**config.mk**
```make
export PLATFORM = sky130hd
export DESIGN_NAME = escape_byte_stuffing_codec
export DESIGN_NICKNAME = d
export VERILOG_FILES = /design/src/hdl/ebsc_pkg.sv /design/src/hdl/ebsc_xform.sv /design/src/hdl/escape_byte_stuffing_codec.sv
export SDC_FILE = /design/constraint.sdc
export NUM_CORES = 1
export LEC_CHECK = 0
export ABC_AREA = 1
export BUFFER_PORTS_ARGS = -buffer_cell sky130_fd_sc_hd__buf_2
export CORE_ASPECT_RATIO = 1.5
export CORE_MARGIN = 5
export CORE_UTILIZATION = 35
export DETAILED_ROUTE_END_ITERATION = 6
export PLACE_DENSITY = 0.52
export SETUP_SLACK_MARGIN = 0.05
export SLEW_MARGIN = 20
export SYNTH_ARGS = -nofsm -noshare
export SYNTH_HDL_FRONTEND = slang
export SYNTH_SLANG_ARGS = --single-unit
```
**constraint.sdc**
```tcl
create_clock -name clk_i -period 3 [get_ports clk_i]
set_input_delay 0.15 -clock clk_i [delete_from_list [all_inputs] [get_ports clk_i]]
set_output_delay 0.15 -clock clk_i [all_outputs]
set_load 0.03 [all_outputs]
```
**src/hdl/ebsc_pkg.sv**
```systemverilog
// Shared types and constants for the escape byte-stuffing codec.
package ebsc_pkg;

  localparam logic [7:0] EscByte  = 8'hF0;
  localparam logic [3:0] EscNibble = 4'hF;

  // One output byte with its frame marker
  typedef struct packed {
    logic [7:0] out_byte;
    logic       out_last;
  } result_t;

  // Outcome of converting one input byte
  typedef struct packed {
    logic [1:0] n_res;      // number of result bytes, 0..2
    result_t    res0;
    result_t    res1;
    logic       pend_d;     // next value of the held-escape flag
  } xform_t;

endpackage

```
**src/hdl/ebsc_xform.sv**
```systemverilog
// Combinational escape / unescape of one input byte.
module ebsc_xform (
  input  logic                  decode_mode_i,
  input  logic                  pending_i,
  input  logic [7:0]            data_byte_i,
  input  logic                  frame_end_i,
  output ebsc_pkg::xform_t      xf_o
);
  import ebsc_pkg::*;

  logic hi_esc;
  logic hi_zero;

  assign hi_esc  = (data_byte_i[7:4] == EscNibble);
  assign hi_zero = (data_byte_i[7:4] == 4'h0);

  always_comb begin
    xf_o        = '0;
    xf_o.pend_d = 1'b0;
    if (!decode_mode_i) begin
      // transmit: F-class bytes split into escape plus low nibble
      if (hi_esc) begin
        xf_o.n_res = 2'd2;
        xf_o.res0  = '{out_byte: EscByte, out_last: 1'b0};
        xf_o.res1  = '{out_byte: {4'h0, data_byte_i[3:0]}, out_last: frame_end_i};
      end else begin
        xf_o.n_res = 2'd1;
        xf_o.res0  = '{out_byte: data_byte_i, out_last: frame_end_i};
      end
    end else if (pending_i && hi_zero) begin
      // receive: held escape merges with a low-nibble byte
      xf_o.n_res = 2'd1;
      xf_o.res0  = '{out_byte: EscByte | data_byte_i, out_last: frame_end_i};
    end else begin
      // receive: flush any held escape, then take the byte afresh
      if (pending_i) begin
        xf_o.res0 = '{out_byte: EscByte, out_last: 1'b0};
      end
      if ((data_byte_i == EscByte) && !frame_end_i) begin
        xf_o.pend_d = 1'b1;
        xf_o.n_res  = {1'b0, pending_i};
      end else if (pending_i) begin
        xf_o.res1  = '{out_byte: data_byte_i, out_last: frame_end_i};
        xf_o.n_res = 2'd2;
      end else begin
        xf_o.res0  = '{out_byte: data_byte_i, out_last: frame_end_i};
        xf_o.n_res = 2'd1;
      end
    end
  end

endmodule

```
**src/hdl/escape_byte_stuffing_codec.sv**
```systemverilog
// Escape byte-stuffing codec: top level with output queue and mode register.
// First result byte is registered: valid in the cycle after the input transaction.
// One input per cycle if each gives one byte and output is not stalled; two-byte ones hold input.
// Rate set by the two-entry result queue: input is taken when it is empty or its last byte leaves.
// Reset clears the mode to encode, drops any held escape and empties the queue.
module escape_byte_stuffing_codec (
  input  logic       clk_i,
  input  logic       rst_ni,
  // configuration write channel
  input  logic       cfg_valid_i,
  output logic       cfg_ready_o,
  input  logic       cfg_data_i,       // decode_mode
  // input stream
  input  logic       s_axis_tvalid,
  output logic       s_axis_tready,
  input  logic [7:0] s_axis_tdata,     // [7:0] data_byte
  input  logic       s_axis_tlast,     // frame_end
  // output stream
  output logic       m_axis_tvalid,
  input  logic       m_axis_tready,
  output logic [7:0] m_axis_tdata,     // [7:0] out_byte
  output logic       m_axis_tlast      // out_last
);
  import ebsc_pkg::*;

  logic       mode_q;
  logic       pend_q, pend_d;
  logic [1:0] cnt_q, cnt_d;
  result_t    buf_q [2];
  result_t    buf_d [2];
  xform_t     xf;
  logic       pop, acc, cfg_wr;

  ebsc_xform u_xform (
    .decode_mode_i (mode_q),
    .pending_i     (pend_q),
    .data_byte_i   (s_axis_tdata),
    .frame_end_i   (s_axis_tlast),
    .xf_o          (xf)
  );

  // handshakes
  assign cfg_ready_o   = 1'b1;
  assign cfg_wr        = cfg_valid_i;
  assign pop           = m_axis_tvalid && m_axis_tready;
  assign s_axis_tready = (cnt_q == 2'd0) || ((cnt_q == 2'd1) && m_axis_tready);
  assign acc           = s_axis_tvalid && s_axis_tready;

  assign m_axis_tvalid = (cnt_q != 2'd0);
  assign m_axis_tdata  = buf_q[0].out_byte;
  assign m_axis_tlast  = buf_q[0].out_last;

  // result queue update: pop the head, then load a fresh transaction
  always_comb begin
    buf_d = buf_q;
    cnt_d = cnt_q;
    if (pop) begin
      buf_d[0] = buf_q[1];
      cnt_d    = cnt_q - 2'd1;
    end
    if (acc) begin
      buf_d[0] = xf.res0;
      buf_d[1] = xf.res1;
      cnt_d    = xf.n_res;
    end
  end

  // held escape: a mode write discards it
  always_comb begin
    pend_d = pend_q;
    if (cfg_wr) begin
      pend_d = 1'b0;
    end else if (acc) begin
      pend_d = xf.pend_d;
    end
  end

  // control state
  always_ff @(posedge clk_i or negedge rst_ni) begin
    if (!rst_ni) begin
      mode_q <= 1'b0;
      pend_q <= 1'b0;
      cnt_q  <= 2'd0;
    end else begin
      if (cfg_wr) begin
        mode_q <= cfg_data_i;
      end
      pend_q <= pend_d;
      cnt_q  <= cnt_d;
    end
  end

  // queue payload
  always_ff @(posedge clk_i) begin
    buf_q <= buf_d;
  end

endmodule

```
# Word-level counts from Yosys, hierarchy flattened
# Cells that the tools add are included.
[totals]
romBits = 0
wordCells = 42
out_inout_bits = 12
input_bits = 15
latch_bits = 0
ramBits = 0
n_memories = 0
register_bits = 22
[classes]
mux = 19
multipliers = 0
magnitude_cmp = 0
eq_ne = 3
reduce_logical = 12
addsub = 1
bitwise = 0
shifts = 0
div = 0
[op_table]
columns = ["operator", "count"]
rows = [
  ["two-way mux 18 bit", 2],
  ["two-way mux 9 bit", 4],
  ["two-way mux 11 bit", 2],
  ["two-way mux 20 bit", 1],
  ["two-way mux 10 bit", 1],
  ["equality test 8 bit (second input constant)", 1],
  ["two-way mux 2 bit", 4],
  ["nonzero test 2 bit", 3],
  ["logical AND 1 bit", 5],
  ["two-way mux 5 bit", 1],
  ["equality test 4 bit (second input constant)", 1],
  ["zero test 4 bit", 1],
  ["two-way mux 1 bit", 4],
  ["equality test 2 x 1 -> 1 bit (second input constant)", 1],
  ["zero test 2 bit", 1],
  ["subtractor 2 x 1 -> 2 bit (second input constant)", 1],
  ["zero test 1 bit", 1],
  ["logical OR 1 bit", 1],
]

# Logic depth before layout (Yosys ltp)
# Gate-level depths: netlist of run 1.
[depth]
depth_word = 7
ltp_mapped = 10
mapped_depth_nobuf = 10

# Modules after synthesis
# From an unflattened synthesis of run 1, not the netlist that was laid out.
[unflattened]
cells_unflattened = 161
area_unflattened_um2 = 1432.6
[by_module_without_submodules]
columns = ["module", "area_per_inst_um2", "n_inst", "cells_each", "seq_area_each_um2"]
rows = [
  ["escape_byte_stuffing_codec", 1054.8, 1, 93, 640.6],
  ["ebsc_xform", 377.9, 1, 68, 0.0],
]

# Least setup slack after synthesis of run 1
# Ideal clock, no wire load.
[synth_path]
kind = "reg-to-reg"
from = "register cnt_q[0]"
to = "register buf_q (netlist bit m_axis_tdata[2]), data pin"
synth_period_minus_slack_ps = 1780
n_path_buf = 0
required_time_ps = 2748
setup_ps = 252
path_stages_with_launch = 11
slack_ps = 1220
arrival_time_ps = 1527
path_cell_list = "dfrtp_1 > inv_1 > ha_1 > inv_2 > nand2_2 > nand2_4 > clkinv_2 > nand2_2 > nor2_1 > nand2_1 > nand2_1"
[synth_lines]
columns = ["item", "line_no", "text"]
rows = [
  ["from (decl)", "escape_byte_stuffing_codec.sv:28", "logic [1:0] cnt_q, cnt_d;"],
  ["from (signal assigned)", "escape_byte_stuffing_codec.sv:89", "cnt_q <= cnt_d;"],
  ["to (signal assigned)", "escape_byte_stuffing_codec.sv:95", "buf_q <= buf_d;"],
  ["to (decl)", "escape_byte_stuffing_codec.sv:29", "result_t buf_q [2];"],
]

==> impl_metrics.env, run 1 <==
export IMPL_gate_count_post_synth=140
export IMPL_ctsHtreeMaxLevel=1
export IMPL_synth_cell_types=21
export IMPL_vias=889
export IMPL_route_final_wire_length_mm=2.167
export IMPL_cts_resized_gates=0
export IMPL_crit_path_start_kind="register"
export IMPL_timing_final_hold_violations=0
export IMPL_drt_antenna_net_count=0
export IMPL_synth_largest_area_cell="sky130_fd_sc_hd__edfxtp_1"
export IMPL_worstPathArrival_ps=1750
export IMPL_synth_main_ff_cell="sky130_fd_sc_hd__edfxtp_1"
export IMPL_drcViolationCount=0
export IMPL_start_util=0.3647
export IMPL_flip_flop_and_latch_count_after_synthesis=22
export IMPL_cts_made_buffers=3
export IMPL_hold_class="in2reg"
export IMPL_postSynth_asyncResetShare=0.1818
export IMPL_route_detailed_vias_per_inst=4.379
export IMPL_edff_count_synth=18
export IMPL_route_detailed_wl_per_inst_um=10.67
export IMPL_final_max_slew_viol_count=0
export IMPL_worstPathRequired_ps=3020
export IMPL_syn_area_sq_um=1257
export IMPL_detailedPlacementHpwl_mm=1.777
export IMPL_std_cell_rows=26
export IMPL_postCtsSetupRepairBufs=0
export IMPL_finalClockSkew_ps=4.859
export IMPL_static_leakage_power_nw=0.6947
export IMPL_ratio_of_cells_with_drive_above_1_in_the_final_layout=0.3168
export IMPL_drv_cap=0
export IMPL_fin_tns_setup_ps=0
export IMPL_peakVddDrop_mv=0.4641
export IMPL_yosysWarningCount=0
export IMPL_postSynthNetCount=158
export IMPL_period_needed_ps=1728
export IMPL_syn_area_per_cell_sq_um=8.982
export IMPL_grt_use_total=0.09812
export IMPL_detail_route_first_pass_iterations=4
export IMPL_post_synth_main_area_contributors="sky130_fd_sc_hd__edfxtp_1 (43%), sky130_fd_sc_hd__nand2_1 (11%), sky130_fd_sc_hd__dfrtp_1 (8.0%)"
export IMPL_coreArea_sq_um=3448
export IMPL_yosysSeqAreaShare=0.5095
export IMPL_grt_setup_unrepaired="no"
export IMPL_cp_slowest_stage_delay_ps=370
export IMPL_cts_root_buf="sky130_fd_sc_hd__clkbuf_8"
export IMPL_clock_latency_on_the_worst_skew_pair_ps=260
export IMPL_tritoncts="done"
export IMPL_place_congestion=0.7457
export IMPL_synth_common_cells="sky130_fd_sc_hd__nand2_1 (37), sky130_fd_sc_hd__edfxtp_1 (18), sky130_fd_sc_hd__nor2_1 (17)"
export IMPL_dp_slack_ps=1249
export IMPL_insertedDiodeCount=0
export IMPL_grt_pass1_wl_mm=3.795
export IMPL_grt_pass1_vias=905
export IMPL_critical_path_cell_chain="inv_1, ha_1, inv_2, nand2_2, nand2_4, clkinv_2, nand2_2, nor2_1, nand2_1, nand2_1"
export IMPL_ioPinCount=27
export IMPL_fin_ws_ps=1272
export IMPL_die_w_um=58.94
export IMPL_timing_final_setup_violations=0
export IMPL_drt_iter0_markers=14
export IMPL_ctsLongestPathBuffers=2
export IMPL_gr_total_overflow=0
export IMPL_clock_sinks=22
export IMPL_die_area_sq_um=4916
export IMPL_critPathKind="reg2reg"
export IMPL_outcome="completed"
export IMPL_most_repeated_cell_in_the_gate_level_netlist_after_synthesis="sky130_fd_sc_hd__nand2_1"
export IMPL_synthDominantCellAreaShare=0.4299
export IMPL_io_buffers=25
export IMPL_top_fanout_value_on_the_critical_path=17
export IMPL_worst_path_max_delay_cell="sky130_fd_sc_hd__dfrtp_1"
export IMPL_syn_to_final_growth_pct=13.93
export IMPL_post_cts_hold_buffer_count=1
export IMPL_timing_critical_path_to_type="register"
export IMPL_chipHeight_um=83.41
export IMPL_grt_antenna_before_repair=0
export IMPL_layout_nets=180
export IMPL_clock_fmax_mhz=578.6
export IMPL_worst_hold_path_num_cells=3
export IMPL_clock_transition_at_the_register_clock_pins_on_the_worst_setup_and_hold_paths_after_cts_ps=80
export IMPL_grt_max_degree=18
export IMPL_cellPowerDensity_nw_per_um2=834.5
export IMPL_timing_reg2reg_worst_path_depth=10
export IMPL_fin_crit_sh=0.5761
==> state kept, by name (all words and copies together), names as in the netlist <==
signal        flops
buf_q             9
cnt_q             2
pend_q            1
m_axis_tdata      8
mode_q            1
m_axis_tlast      1
==> through the flow <==
| step | hold slack (ps) | power (mW) | instance area (sq um) | instances | utilization |
|---|---|---|---|---|---|
| 2_1_floorplan | -145.6 | 0.9308 | 1257 | 140 | - |
| 3_3_place_gp | -36.79 | 0.9947 | 1368 | 198 | 0.3966 |
| 3_5_place_dp | -37.13 | 1.004 | 1368 | 198 | 0.3966 |
| 4_1_cts | 97.49 | 1.213 | 1433 | 203 | 0.4155 |
| 5_1_grt | 141.1 | 1.285 | 1433 | 203 | 0.4155 |
| 6_report | 97.13 | 1.196 | 1433 | 203 | 0.4155 |
==> critical path: cells and delay by family (launching register included) <==
kind          cells  cell delay (ps)
fa+ha+maj         1              220
buf+inv           3              390
simple gates      6              510
flops             1              370
==> cell usage in the layout (no fill, tap or decap), types with 2 or more instances in the layout <==
cell type	Yosys	final
sky130_fd_sc_hd__buf_2	0	25
sky130_fd_sc_hd__dfrtp_1	4	4
sky130_fd_sc_hd__nand2_4	3	3
sky130_fd_sc_hd__nor2_2	4	4
sky130_fd_sc_hd__a21oi_1	10	10
sky130_fd_sc_hd__nand3_1	2	2
sky130_fd_sc_hd__nor2_1	17	17
sky130_fd_sc_hd__inv_2	3	3
sky130_fd_sc_hd__nand2_2	8	8
sky130_fd_sc_hd__inv_1	13	13
sky130_fd_sc_hd__o21ai_0	2	2
sky130_fd_sc_hd__nand2_1	37	37
sky130_fd_sc_hd__clkbuf_8	0	4
sky130_fd_sc_hd__edfxtp_1	18	18
sky130_fd_sc_hd__ha_1	3	3
==> kinds of logic (layout without fill, tap and decap cells) <==
group                    after synthesis  count (layout)  synth area share
other                                  1               1          0.002982
flip-flops                            22              22            0.5095
AND/OR/NAND/NOR                       74              74            0.2945
AO/OA/AOI/OAI                         14              14           0.05771
buffers and inverters                 26              47            0.1055
adder cells (fa/ha/maj)                3               3           0.02985
==> area by class of cell <==
cell class | count | area (sq um)
inverter | 17 | 65.06
sequential | 22 | 640.6
clock buffer | 4 | 55.05
multi-input combinational | 92 | 484.2
fill | 374 | 2016
tap | 42 | 52.55
timing repair buffer | 26 | 135.1
==> layer usage <==
metal  vias up  share of wire  wire [um]  global-route usage
met2        23           0.51       1106              0.1620
li1        474              -          -                   -
met5         -              0          0                   0
met1       385           0.41        880              0.1122
met4         0          0.028         61             0.05979
met3         7          0.054        118             0.01863
==> worst paths after layout <==
path	start	endpoint	slack [ps]
max reg2reg	cnt_q[0]$_DFFE_PN0P_	m_axis_tdata[0]$_DFFE_PP_	1270
min reg2reg	cnt_q[1]$_DFFE_PN0P_	cnt_q[1]$_DFFE_PN0P_	500
max in group asynchronous	rst_ni	cnt_q[1]$_DFFE_PN0P_	2670
min	cfg_data_i	mode_q$_DFFE_PN0P_	100
min in group asynchronous	rst_ni	mode_q$_DFFE_PN0P_	210
max	cnt_q[0]$_DFFE_PN0P_	m_axis_tdata[0]$_DFFE_PP_	1270
==> power breakdown <==
group	total [mW]	internal, mW	leakage, nW	switching (mW)
clock network	0.209	0.117	0.0288	0.0923
registers	0.494	0.463	0.224	0.0306
logic	0.493	0.138	0.441	0.355
total	1.20	0.718	0.695	0.477
Power figures use the tool's default switching activity.
==> inputs of run 2 (changes only) <==
Clock period 3 ns to 1.8 ns, I/O delays scaled along.
==> run 2 against run 1 <==
Against the previous run: setup slack worse by 1100 ps; combinational power is 71% higher; sequential power is 67% higher; utilization hardly changed; first-iteration DRC count is 57% higher; non-clock buffer count is 1 higher; register-to-register slack worse by 1100 ps; clock-buffer cell count is 1 lower; clock skew is 1.7 ps lower; largest cell class unchanged.
==> impl_metrics.env, run 2 (synthesized netlist as in run 1, its figures left out) <==
export IMPL_outcome="completed"
export IMPL_peakVddDrop_mv=0.5604
export IMPL_post_place_cells=199
export IMPL_io_buffers=25
export IMPL_clock_transition_at_the_register_clock_pins_on_the_worst_setup_and_hold_paths_after_cts_ps=80
export IMPL_fin_tns_setup_ps=0
export IMPL_finalClockSkew_ps=3.169
export IMPL_max_reg_flops=9
export IMPL_drcViolationCount=0
export IMPL_worst_hold_path_num_cells=3
export IMPL_r2r_start="cnt_q[0]$_DFFE_PN0P_"
export IMPL_post_cts_hold_buffer_count=1
export IMPL_r2r_slack_ps=200
export IMPL_coreArea_sq_um=3448
export IMPL_holdPathEnd="mode_q$_DFFE_PN0P_"
export IMPL_route_detailed_vias_per_inst=4.412
export IMPL_place_congestion=0.7549
export IMPL_ratio_of_cells_with_drive_above_1_in_the_final_layout=0.3148
export IMPL_period_needed_ps=1596
export IMPL_drt_antenna_net_count=0
export IMPL_detail_route_first_pass_iterations=4
export IMPL_cts_made_buffers=3
export IMPL_chipHeight_um=83.41
export IMPL_cts_resized_gates=0
export IMPL_vias=900
export IMPL_ioPinCount=27
export IMPL_grt_pass1_vias=914
export IMPL_timing_final_setup_violations=0
export IMPL_ctsHtreeMaxLevel=1
export IMPL_reg2reg_to="m_axis_tdata[3]$_DFFE_PP_"
export IMPL_tritoncts="done"
export IMPL_drv_cap=0
export IMPL_timing_critical_path_to_type="register"
export IMPL_total_power_mw=1.965
export IMPL_route_final_wire_length_mm=2.201
export IMPL_layout_nets=181
export IMPL_start_util=0.3647
export IMPL_ctsLongestPathBuffers=2
export IMPL_die_w_um=58.94
export IMPL_clock_fmax_mhz=626.4
export IMPL_clock_sinks=22
export IMPL_cts_root_buf="sky130_fd_sc_hd__clkbuf_8"
export IMPL_gr_total_overflow=0
export IMPL_final_max_slew_viol_count=0
export IMPL_max_flop_register="buf_q"
export IMPL_fin_ws_ps=203.5
export IMPL_crit_path_start_kind="register"
export IMPL_hold_class="in2reg"
export IMPL_grt_pass1_wl_mm=3.926
export IMPL_grt_setup_unrepaired="no"
export IMPL_finalNonFillerCells=204
export IMPL_std_cell_rows=26
export IMPL_cellPowerDensity_nw_per_um2=1370
export IMPL_postCtsSetupRepairBufs=0
export IMPL_dp_slack_ps=180.8
export IMPL_drt_iter0_markers=22
export IMPL_grt_use_total=0.1003
export IMPL_fin_crit_sh=0.8869
export IMPL_die_area_sq_um=4916
export IMPL_route_detailed_wl_per_inst_um=10.79
export IMPL_top_fanout_value_on_the_critical_path=17
export IMPL_most_frequent_cells_in_the_layout="sky130_fd_sc_hd__nand2_1 (37), sky130_fd_sc_hd__buf_2 (25), sky130_fd_sc_hd__edfxtp_1 (18)"
export IMPL_clock_latency_on_the_worst_skew_pair_ps=250
export IMPL_timing_final_hold_violations=0
export IMPL_grt_max_degree=18
export IMPL_worstPathRequired_ps=1820
export IMPL_timing_reg2reg_worst_path_depth=10
export IMPL_post_dp_cell_area_sq_um=1379
export IMPL_critPathKind="reg2reg"
export IMPL_hp_start="cfg_data_i"
export IMPL_detailedPlacementHpwl_mm=1.820
export IMPL_layout_cell_area_non_filler_sq_um=1434
export IMPL_worstPathArrival_ps=1620
export IMPL_static_leakage_power_nw=0.6935
export IMPL_layout_commonest_cell="sky130_fd_sc_hd__nand2_1"
export IMPL_syn_to_final_growth_pct=14.03
export IMPL_insertedDiodeCount=0
export IMPL_grt_antenna_before_repair=0
[run 2: critical path, stage by stage, from the launching register on]
cell and delay (ps):
sky130_fd_sc_hd__dfrtp_1 370, sky130_fd_sc_hd__inv_1 70, sky130_fd_sc_hd__ha_1 220, sky130_fd_sc_hd__inv_2 70, sky130_fd_sc_hd__nand2_2 70, sky130_fd_sc_hd__nand2_4 130, sky130_fd_sc_hd__clkinv_4 160, sky130_fd_sc_hd__nand2_2 130
sky130_fd_sc_hd__nor2_1 50, sky130_fd_sc_hd__nand2_1 60, sky130_fd_sc_hd__nand2_1 40
[run 2: layout make-up]
type	instances	area [sq um]
Tap cell	42	52.55
Timing Repair Buffer	27	142.6
Multi-Input combinational cell	92	484.2
Inverter	17	68.82
Clock inverter	1	3.754
Sequential cell	22	640.6
Fill cell	385	2014
Clock buffer	3	41.29
[run 2: metal layers]
layer	wire (um)	vias to the layer above	global-route usage	part of all wire
met3	112	2	0.01398	0.051
met5	0	-	0	0
met2	1152	18	0.1730	0.52
met4	19	0	0.03711	0.0086
met1	916	402	0.1219	0.42
li1	-	478	-	-
[run 2: how the worst max path moves through the flow]
stage,cells past startpoint,from,endpoint
6_report,10,cnt_q[0]$_DFFE_PN0P_,m_axis_tdata[3]$_DFFE_PP_
5_1_grt,10,cnt_q[0]$_DFFE_PN0P_,m_axis_tdata[3]$_DFFE_PP_
4_1_cts,10,cnt_q[0]$_DFFE_PN0P_,m_axis_tdata[3]$_DFFE_PP_
3_5_place_dp,10,cnt_q[0]$_DFFE_PN0P_,m_axis_tdata[3]$_DFFE_PP_
3_3_place_gp,10,cnt_q[0]$_DFFE_PN0P_,m_axis_tdata[2]$_DFFE_PP_
2_1_floorplan,10,cnt_q[0]$_DFFE_PN0P_,m_axis_tdata[2]$_DFFE_PP_
[run 2: power by group]
group	switching (mW)	leakage, nW	internal (mW)
clock network	0.147	0.0231	0.152
logic	0.599	0.446	0.244
registers	0.0520	0.224	0.771
total	0.798	0.694	1.17
[run 2: through the flow]
| step | hold slack (ps) | util |
|---|---|---|
| after floorplan | -205.6 | - |
| after global placement | -97.93 | 0.3999 |
| after detailed placement | -91.95 | 0.3999 |
| after CTS | 39.84 | 0.4158 |
| after global routing | 56.30 | 0.4158 |
| final | 39.09 | 0.4158 |
